==> config.mk <==
export PLATFORM = sky130hd
export DESIGN_NAME = best_fit_bin_packer_top
export DESIGN_NICKNAME = d
export VERILOG_FILES = /design/src/hdl/bfbp_pkg.sv /design/src/hdl/bfbp_bin_store.sv /design/src/hdl/bfbp_fit_cmp.sv /design/src/hdl/best_fit_bin_packer_top.sv
export SDC_FILE = /design/constraint.sdc
export NUM_CORES = 2
export LEC_CHECK = 0
export BUFFER_PORTS_ARGS = -buffer_cell sky130_fd_sc_hd__buf_2
export CORE_UTILIZATION = 40
export CTS_CLUSTER_DIAMETER = 120
export CTS_CLUSTER_SIZE = 12
export DETAILED_ROUTE_END_ITERATION = 8
export HOLD_SLACK_MARGIN = 0.02
export PLACE_DENSITY = 0.58
export SKIP_LAST_GASP = 1
export SYNTH_ARGS = -nofsm -noshare
export SYNTH_HDL_FRONTEND = slang
export SYNTH_SLANG_ARGS = --single-unit
==> constraint.sdc <==
create_clock -name clk -period 9 [get_ports clk]
set_clock_uncertainty 0.15 [all_clocks]
set_input_delay 0.45 -clock clk [delete_from_list [all_inputs] [get_ports clk]]
set_output_delay 0.45 -clock clk [all_outputs]
set_load 0.02 [all_outputs]
==> src/hdl/bfbp_pkg.sv <==
// Shared types and field widths for the best-fit bin packer.
package bfbp_pkg;

  // Field widths of the item and result streams.
  localparam int ID_W   = 31;
  localparam int SIZE_W = 31;
  localparam int BIDX_W = 6;

  // Padded stream data widths (whole bytes).
  localparam int IN_TDATA_W  = 64;
  localparam int OUT_TDATA_W = 40;
  localparam int OUT_TUSER_W = 2;

  // Bit positions of the result flags in out_tuser.
  localparam int FLAG_OPENED   = 0;
  localparam int FLAG_OVERFLOW = 1;

  // Sequencer states.
  typedef enum logic [2:0] {
    ST_IDLE   = 3'b001,
    ST_SCAN   = 3'b010,
    ST_DECIDE = 3'b100
  } state_t;

  // Control from the sequencer to the fit comparator.
  typedef struct packed {
    logic init;    // restart the search for a new item
    logic sample;  // a bin's remaining space is on the read port
  } cmp_ctrl_t;

endpackage

==> src/hdl/bfbp_bin_store.sv <==
// Remaining-space memory of the bins, one write and one registered read port.
module bfbp_bin_store #(
  parameter int DEPTH = 64,
  parameter int AW    = 6
) (
  input  logic                       clk,
  input  logic                       wr_en,
  input  logic [AW-1:0]              wr_addr,
  input  logic [bfbp_pkg::SIZE_W-1:0] wr_data,
  input  logic                       rd_en,
  input  logic [AW-1:0]              rd_addr,
  output logic [bfbp_pkg::SIZE_W-1:0] rd_data
);

  logic [bfbp_pkg::SIZE_W-1:0] mem [DEPTH];
  logic [bfbp_pkg::SIZE_W-1:0] rd_data_r;

  // Write port.
  always_ff @(posedge clk) begin
    if (wr_en) begin
      mem[wr_addr] <= wr_data;
    end
  end

  // Registered read port.
  always_ff @(posedge clk) begin
    if (rd_en) begin
      rd_data_r <= mem[rd_addr];
    end
  end

  assign rd_data = rd_data_r;

endmodule

==> src/hdl/bfbp_fit_cmp.sv <==
// Shared subtract-and-compare unit that tracks the tightest fitting bin.
module bfbp_fit_cmp #(
  parameter int IW = 6
) (
  input  logic                        clk,
  input  bfbp_pkg::cmp_ctrl_t         ctrl,
  input  logic [bfbp_pkg::SIZE_W-1:0] cap,
  input  logic [bfbp_pkg::SIZE_W-1:0] size,
  input  logic [bfbp_pkg::SIZE_W-1:0] rem,
  input  logic [IW-1:0]               rem_idx,
  output logic                        found,
  output logic [IW-1:0]               best_idx,
  output logic [bfbp_pkg::SIZE_W-1:0] best_rem
);

  logic [bfbp_pkg::SIZE_W:0]   best_slack_r, best_slack_nxt;
  logic [IW-1:0]               best_idx_r, best_idx_nxt;
  logic                        found_r, found_nxt;
  logic [bfbp_pkg::SIZE_W-1:0] diff;
  logic                        fits;

  // One bin per cycle: it is a candidate when the item fits and the slack
  // left behind is strictly below the best so far (lowest index wins ties).
  assign diff = rem - size;
  assign fits = (rem >= size) && ({1'b0, diff} < best_slack_r);

  always_comb begin
    best_slack_nxt = best_slack_r;
    best_idx_nxt   = best_idx_r;
    found_nxt      = found_r;
    if (ctrl.init) begin
      best_slack_nxt = {1'b0, cap} + 1'b1;
      best_idx_nxt   = '0;
      found_nxt      = 1'b0;
    end else if (ctrl.sample && fits) begin
      best_slack_nxt = {1'b0, diff};
      best_idx_nxt   = rem_idx;
      found_nxt      = 1'b1;
    end
  end

  always_ff @(posedge clk) begin
    best_slack_r <= best_slack_nxt;
    best_idx_r   <= best_idx_nxt;
    found_r      <= found_nxt;
  end

  assign found    = found_r;
  assign best_idx = best_idx_r;
  // The winning slack is the bin's new remaining space.
  assign best_rem = best_slack_r[bfbp_pkg::SIZE_W-1:0];

endmodule

==> src/hdl/best_fit_bin_packer_top.sv <==
// Online best-fit bin packer: places each request in the open bin with the
// least slack left, opening a new bin when none fits and flagging an overflow
// when every bin is in use. An item is taken when the block is idle, then the
// open bins are read back one per cycle from the bin memory, which has one
// write and one read port, through one shared compare unit. The block is not
// ready again until it has scanned the open bins and posted the result, and the
// next request is taken once it is back in idle. A finished result waits in an
// output register, and the next request may be taken while it waits. The
// placement of that next request then waits until the previous result has left
// the output register. The capacity register is written only while idle, and a
// capacity write takes priority over a request in the same cycle. A start flag
// on a request empties all bins before that request is placed.
module best_fit_bin_packer_top #(
  parameter int MAX_BINS = 64
) (
  input  logic                             clk,
  input  logic                             rst_n,
  // Capacity register write.
  input  logic                             cfg_valid,
  output logic                             cfg_ready,
  input  logic [bfbp_pkg::SIZE_W-1:0]      cfg_data,
  // Item stream.
  input  logic                             in_tvalid,
  output logic                             in_tready,
  // [30:0] item_id, [61:31] item_size, [63:62] zero
  input  logic [bfbp_pkg::IN_TDATA_W-1:0]  in_tdata,
  // [0] start_set
  input  logic                             in_tuser,
  // Result stream.
  output logic                             out_tvalid,
  input  logic                             out_tready,
  // [30:0] placed_id, [36:31] bin_index, [39:37] zero
  output logic [bfbp_pkg::OUT_TDATA_W-1:0] out_tdata,
  // [0] opened_new, [1] overflow
  output logic [bfbp_pkg::OUT_TUSER_W-1:0] out_tuser
);

  localparam int IW = (MAX_BINS > 1) ? $clog2(MAX_BINS) : 1;
  localparam int OW = $clog2(MAX_BINS + 1);
  localparam int ID_W = bfbp_pkg::ID_W;
  localparam int SZ_W = bfbp_pkg::SIZE_W;

  bfbp_pkg::state_t    state_r, state_nxt;
  logic [SZ_W-1:0]     cap_r;
  logic [OW-1:0]       open_r, open_nxt;
  logic [OW-1:0]       scan_r, scan_nxt;
  logic                pend_r, pend_nxt;
  logic [IW-1:0]       pend_idx_r, pend_idx_nxt;
  logic [ID_W-1:0]     id_r;
  logic [SZ_W-1:0]     size_r;
  logic                out_vld_r, out_vld_nxt;
  logic [bfbp_pkg::OUT_TDATA_W-1:0] out_data_r, out_data_nxt;
  logic [bfbp_pkg::OUT_TUSER_W-1:0] out_user_r, out_user_nxt;

  logic                in_acc;
  logic [ID_W-1:0]     in_id;
  logic [SZ_W-1:0]     in_size;
  logic                out_free;
  logic                full;

  bfbp_pkg::cmp_ctrl_t cmp_ctrl;
  logic                found;
  logic [IW-1:0]       best_idx;
  logic [SZ_W-1:0]     best_rem;

  logic                rd_en;
  logic [SZ_W-1:0]     rd_data;
  logic                wr_en;
  logic [IW-1:0]       wr_addr;
  logic [SZ_W-1:0]     wr_data;
  logic [IW-1:0]       res_idx;
  logic [IW+bfbp_pkg::BIDX_W-1:0] res_idx_ext;

  assign in_id   = in_tdata[ID_W-1:0];
  assign in_size = in_tdata[ID_W+SZ_W-1:ID_W];

  assign cfg_ready = (state_r == bfbp_pkg::ST_IDLE);
  assign in_tready = (state_r == bfbp_pkg::ST_IDLE) && !cfg_valid;
  assign in_acc    = in_tvalid && in_tready;
  assign out_free  = !out_vld_r || out_tready;
  assign full      = (open_r == OW'(MAX_BINS));

  // Capacity register.
  always_ff @(posedge clk) begin
    if (!rst_n) begin
      cap_r <= '0;
    end else if (cfg_valid && cfg_ready) begin
      cap_r <= cfg_data;
    end
  end

  // Item registers; the size is clamped to the capacity on entry.
  always_ff @(posedge clk) begin
    if (in_acc) begin
      id_r   <= in_id;
      size_r <= (in_size > cap_r) ? cap_r : in_size;
    end
  end

  // Sequencer: scan the open bins, then place the item and post the result.
  always_comb begin
    state_nxt     = state_r;
    open_nxt      = open_r;
    scan_nxt      = scan_r;
    pend_nxt      = 1'b0;
    pend_idx_nxt  = pend_idx_r;
    out_vld_nxt   = out_vld_r && !out_tready;
    out_data_nxt  = out_data_r;
    out_user_nxt  = out_user_r;
    cmp_ctrl.init   = 1'b0;
    cmp_ctrl.sample = 1'b0;
    rd_en         = 1'b0;
    wr_en         = 1'b0;
    wr_addr       = open_r[IW-1:0];
    wr_data       = cap_r - size_r;
    res_idx       = open_r[IW-1:0];

    unique case (state_r)
      bfbp_pkg::ST_IDLE: begin
        if (in_acc) begin
          cmp_ctrl.init = 1'b1;
          scan_nxt      = '0;
          if (in_tuser) begin
            open_nxt = '0;
          end
          state_nxt = bfbp_pkg::ST_SCAN;
        end
      end
      bfbp_pkg::ST_SCAN: begin
        cmp_ctrl.sample = pend_r;
        if (scan_r != open_r) begin
          rd_en        = 1'b1;
          pend_nxt     = 1'b1;
          pend_idx_nxt = scan_r[IW-1:0];
          scan_nxt     = scan_r + 1'b1;
        end else if (!pend_r) begin
          state_nxt = bfbp_pkg::ST_DECIDE;
        end
      end
      bfbp_pkg::ST_DECIDE: begin
        if (out_free) begin
          out_vld_nxt = 1'b1;
          out_user_nxt = '0;
          if (found) begin
            wr_en   = 1'b1;
            wr_addr = best_idx;
            wr_data = best_rem;
            res_idx = best_idx;
          end else if (!full) begin
            wr_en    = 1'b1;
            open_nxt = open_r + 1'b1;
            out_user_nxt[bfbp_pkg::FLAG_OPENED] = 1'b1;
          end else begin
            res_idx = '0;
            out_user_nxt[bfbp_pkg::FLAG_OVERFLOW] = 1'b1;
          end
          out_data_nxt = {{(bfbp_pkg::OUT_TDATA_W - ID_W - bfbp_pkg::BIDX_W){1'b0}},
                          res_idx_ext[bfbp_pkg::BIDX_W-1:0], id_r};
          state_nxt = bfbp_pkg::ST_IDLE;
        end
      end
      default: begin
        state_nxt = bfbp_pkg::ST_IDLE;
      end
    endcase
  end

  // Bin index is reported modulo 64.
  assign res_idx_ext = {{bfbp_pkg::BIDX_W{1'b0}}, res_idx};

  // Control state.
  always_ff @(posedge clk) begin
    if (!rst_n) begin
      state_r   <= bfbp_pkg::ST_IDLE;
      open_r    <= '0;
      pend_r    <= 1'b0;
      out_vld_r <= 1'b0;
    end else begin
      state_r   <= state_nxt;
      open_r    <= open_nxt;
      pend_r    <= pend_nxt;
      out_vld_r <= out_vld_nxt;
    end
  end

  // Scan and result payload.
  always_ff @(posedge clk) begin
    scan_r     <= scan_nxt;
    pend_idx_r <= pend_idx_nxt;
    out_data_r <= out_data_nxt;
    out_user_r <= out_user_nxt;
  end

  bfbp_bin_store #(
    .DEPTH(MAX_BINS),
    .AW   (IW)
  ) u_store (
    .clk    (clk),
    .wr_en  (wr_en),
    .wr_addr(wr_addr),
    .wr_data(wr_data),
    .rd_en  (rd_en),
    .rd_addr(scan_r[IW-1:0]),
    .rd_data(rd_data)
  );

  bfbp_fit_cmp #(
    .IW(IW)
  ) u_cmp (
    .clk     (clk),
    .ctrl    (cmp_ctrl),
    .cap     (cap_r),
    .size    (size_r),
    .rem     (rd_data),
    .rem_idx (pend_idx_r),
    .found   (found),
    .best_idx(best_idx),
    .best_rem(best_rem)
  );

  assign out_tvalid = out_vld_r;
  assign out_tdata  = out_data_r;
  assign out_tuser  = out_user_r;

endmodule

==> metrics.md <==
| Metric | Value |
|---|---|
| Actual slew at the worst max-slew pin | `1.22 ns` |
| Die H | `474 um` |
| Synthesized instance count | `4289` |
| Slowest stage delay, CP | `0.61 ns` |
| Syn avg cell area | `20.8 sq um` |
| Hold Crit Class | `in -> reg` |
| Largest net degree at the start of global routing | `123` |
| GPL Wtd Cong | `0.823` |
| Register bit count reported by yosys | `2211` |
| Worst setup SP type | `register` |
| Maximum root-to-sink buffer count | `3` |
| Die area | `225000 sq um` |
| Post-synth top area share | `72.7%` |
| Netlist cell types | `66` |
| Initial core utilization | `40.2%` |
| Via density | `5.64` |
| ANT nets after route | `0` |
| Number of gates resized after CTS | `0` |
| Reg-to-reg slack, setup | `2.97 ns` |
| Worst skew pair latency | `0.87 ns` |
| Clk root buf | `clkbuf_16` |
| CTS HTree Levels | `4` |
| Max VDD drop | `155 uV` |
| Worst path most repeated cell | `ha_1` |
| Status | `finished clean` |
| IO Port Bufs | `140` |
| RSZ-0062 raised after global routing | `no` |
| Number of synthesized flops with an enable pin | `2161` |
| CP Class | `reg -> reg` |
| Fin crit period | `6.03 ns` |
| Req. time, crit path | `9.31 ns` |
| Global-route wire length before repair | `310000 um` |
| # fillers | `18500` |
| Initial antenna violation count | `23` |
| Worst path bufs/invs | `2` |
| Routed via count | `43500` |
| Commonest cells after routing, fill and taps aside | `edfxtp_1, mux4_2, clkbuf_16, nand2_1, buf_2` |
| Core footprint | `222000 sq um` |
| GRT Total Usage | `19.1%` |
| Post-DP HPWL | `123000 um` |
| Final setup violation count | `0` |
| Final Cycle Share | `67.0%` |
| Register area share after synthesis | `73.8%` |
| Number of global-route vias before repair | `44600` |
| Power density cells | `208 nW/um^2` |
| Worst Setup End Kind | `register` |
| Max_cap viols | `0` |
| CTS tree | `yes` |
| Ys Warns | `0` |
| DRT Pass-1 Iters | `5` |
| Worst path slowest cell | `or2_2` |
| Drt wl/cell | `27.7 um` |
| Drc violations | `0` |
| Footprint of the multi-input gates | `23000 sq um` |
| Crit-path cells | `ha_1 > inv_1 > fa_1 > a21o_1 > a221oi_2 > a21oi_1 > o31ai_1 > a311oi_1 > a221oi_1 > xnor2_1 > ha_1 > nand4b_1 > nor4_1 > o21ai_0 > o2111ai_1 > a211oi_1 > buf_4 > or2_2` |
| Final Hold Viols | `0` |
| Clock Pin Slew Worst Setup and Hold Paths | `0.07 ns` |
| Slew Limit Fails | `0` |
| Ys async rst share | `0%` |
| Total Power | `21.1 mW` |
| Fmax | `0.166 GHz` |
| Ys flop type | `edfxtp_1` |
| Worst-path fanout max | `32` |
| TritonCTS Buffers | `202` |
| FF/Latch Area | `65900 sq um` |
| Most common cell after layout, fill and taps aside | `edfxtp_1` |
| Relative slew margins | `18.3%` |
| Leak Pwr | `32.1 nW` |
| Grt ovf | `0` |
| Arr. time, crit path | `6.34 ns` |
| Syn Std Cell Area | `89300 sq um` |
| DIE WIDTH | `474 um` |
| Area Overhead vs Synth | `13.7%` |
| CTS sink cnt | `2211` |
| Routed wire length | `214000 um` |
| Fraction of layout cells with a size suffix above 1 | `27.3%` |
| CP top delay family | `compound AO/OA/AOI/OAI gates` |
| Yosys top cell by area | `edfxtp_1` |
| Final net count | `4926` |
| Fin Setup TNS | `0 ns` |
| Dominant cells by area after synthesis | `edfxtp_1, mux4_2, ha_1, dfxtp_1, nand2_1` |
| Row count | `173` |
| Iter 0 DRT Violations | `4235` |
| IO Pins | `146` |
-- kinds of logic (layout without fill, tap and decap cells) --
| group | count (synthesis) | in the layout | synth area share (%) |
|---|---|---|---|
| flip-flops | 2211 | 2211 | 73.8 |
| AO/OA/AOI/OAI | 330 | 330 | 2.37 |
| adder cells (fa/ha/maj) | 128 | 128 | 1.81 |
| buffers and inverters | 313 | 761 | 1.42 |
| XOR/XNOR | 94 | 94 | 0.922 |
| multiplexers | 704 | 704 | 17.1 |
| other | 1 | 10 | 0.00420 |
| AND/OR/NAND/NOR | 508 | 508 | 2.62 |
-- sequential cells by signal, indices dropped and copies added (netlist names) --
signal              cells
size_r                 31
out_tdata              37
open_r                  7
cap_r                  31
id_r                   31
pend_idx_r              6
pend_r                  1
out_tuser               2
u_store.mem          1984
u_cmp.best_slack_r     32
u_cmp.best_idx          6
state_r                 3
out_tvalid              1
u_store.rd_data        31
scan_r                  7
u_cmp.found             1
-- area by class of cell --
type / count / share of cell area (%)
antenna: 7 / 0.0173
multi-input combinational: 1767 / 22.6
sequential: 2211 / 64.9
clock inverter: 13 / 0.182
inverter: 114 / 0.423
clock buffer: 233 / 5.18
timing repair buffer: 401 / 3.01
tap: 2975 / 3.67
-- path summary, 6_finish.rpt --
| check | from | to | depth (start not counted) |
|---|---|---|---|
| setup / recovery | size_r[0] | u_cmp.best_slack_r[28] | 18 |
| hold / removal | in_tuser | open_r[1] | 4 |
| setup reg to reg | size_r[0] | u_cmp.best_slack_r[28] | 18 |
| hold reg to reg | id_r[4] | out_tdata[4] | 0 |
-- cell usage after synthesis, types with 8 or more instances --
library cell and number:
a21boi_0 36, a21oi_1 81, o21ai_0 79, and2_1 10
nor2_1 142, buf_2 38, ha_1 126, nand4_1 22
buf_1 35, xnor2_1 67, a21o_1 39, clkbuf_1 117
dfxtp_1 50, mux2_2 43, nor2b_1 19, a211oi_1 10
nor3_1 14, and3_1 19, inv_1 113, nand2_1 193
nor4_1 8, xor2_1 27, o21a_1 13, nand3_1 35
o31ai_1 15, edfxtp_1 2161, mux2i_1 10, mux4_2 651
-- metal layers --
layer,vias to the layer above,share of wire (%),wire [um],global-route usage [%]
met5,-,0,0,0
met4,0,1.7,3660,4.40
met3,256,6.1,13000,2.96
met2,1360,49,104000,31.1
met1,23400,44,93200,27.0
li1,18500,-,-,-
-- stage by stage --
step	utilization, %	area (sq um)	cells	hold slack, ns	setup WS, ns
floorplan	-	89300	4291	0.250	3.27
global placement	42.7	94800	7340	0.250	3.12
detailed placement	42.7	94800	7340	0.255	3.02
CTS	45.7	102000	7714	0.0495	2.97
global route	45.7	102000	7715	0.114	2.86
finish	45.7	102000	7721	0.122	2.97
-- power breakdown --
part	internal, mW	switching, mW
clock	4.07	3.59
combinational	0.527	1.09
sequential	11.8	0.0324
-- worst reg2reg max path, cell delays in order, from the launching register on --
cell and delay, ns:
edfxtp_1 0.39, ha_1 0.19, inv_1 0.06, fa_1 0.39, a21o_1 0.20, a221oi_2 0.40
a21oi_1 0.28, o31ai_1 0.40, a311oi_1 0.22, a221oi_1 0.38, xnor2_1 0.15, ha_1 0.30
nand4b_1 0.21, nor4_1 0.54, o21ai_0 0.28, o2111ai_1 0.18, a211oi_1 0.08, buf_4 0.21
or2_2 0.61
-- repair_timing --
| item | 4_1_cts | 5_1_grt |
|---|---|---|
| hold endpoints to repair | 102 | 0 |
| setup buffers | 0 | 0 |
| hold buffers | 128 | 0 |
Power figures use the tool's default switching activity.
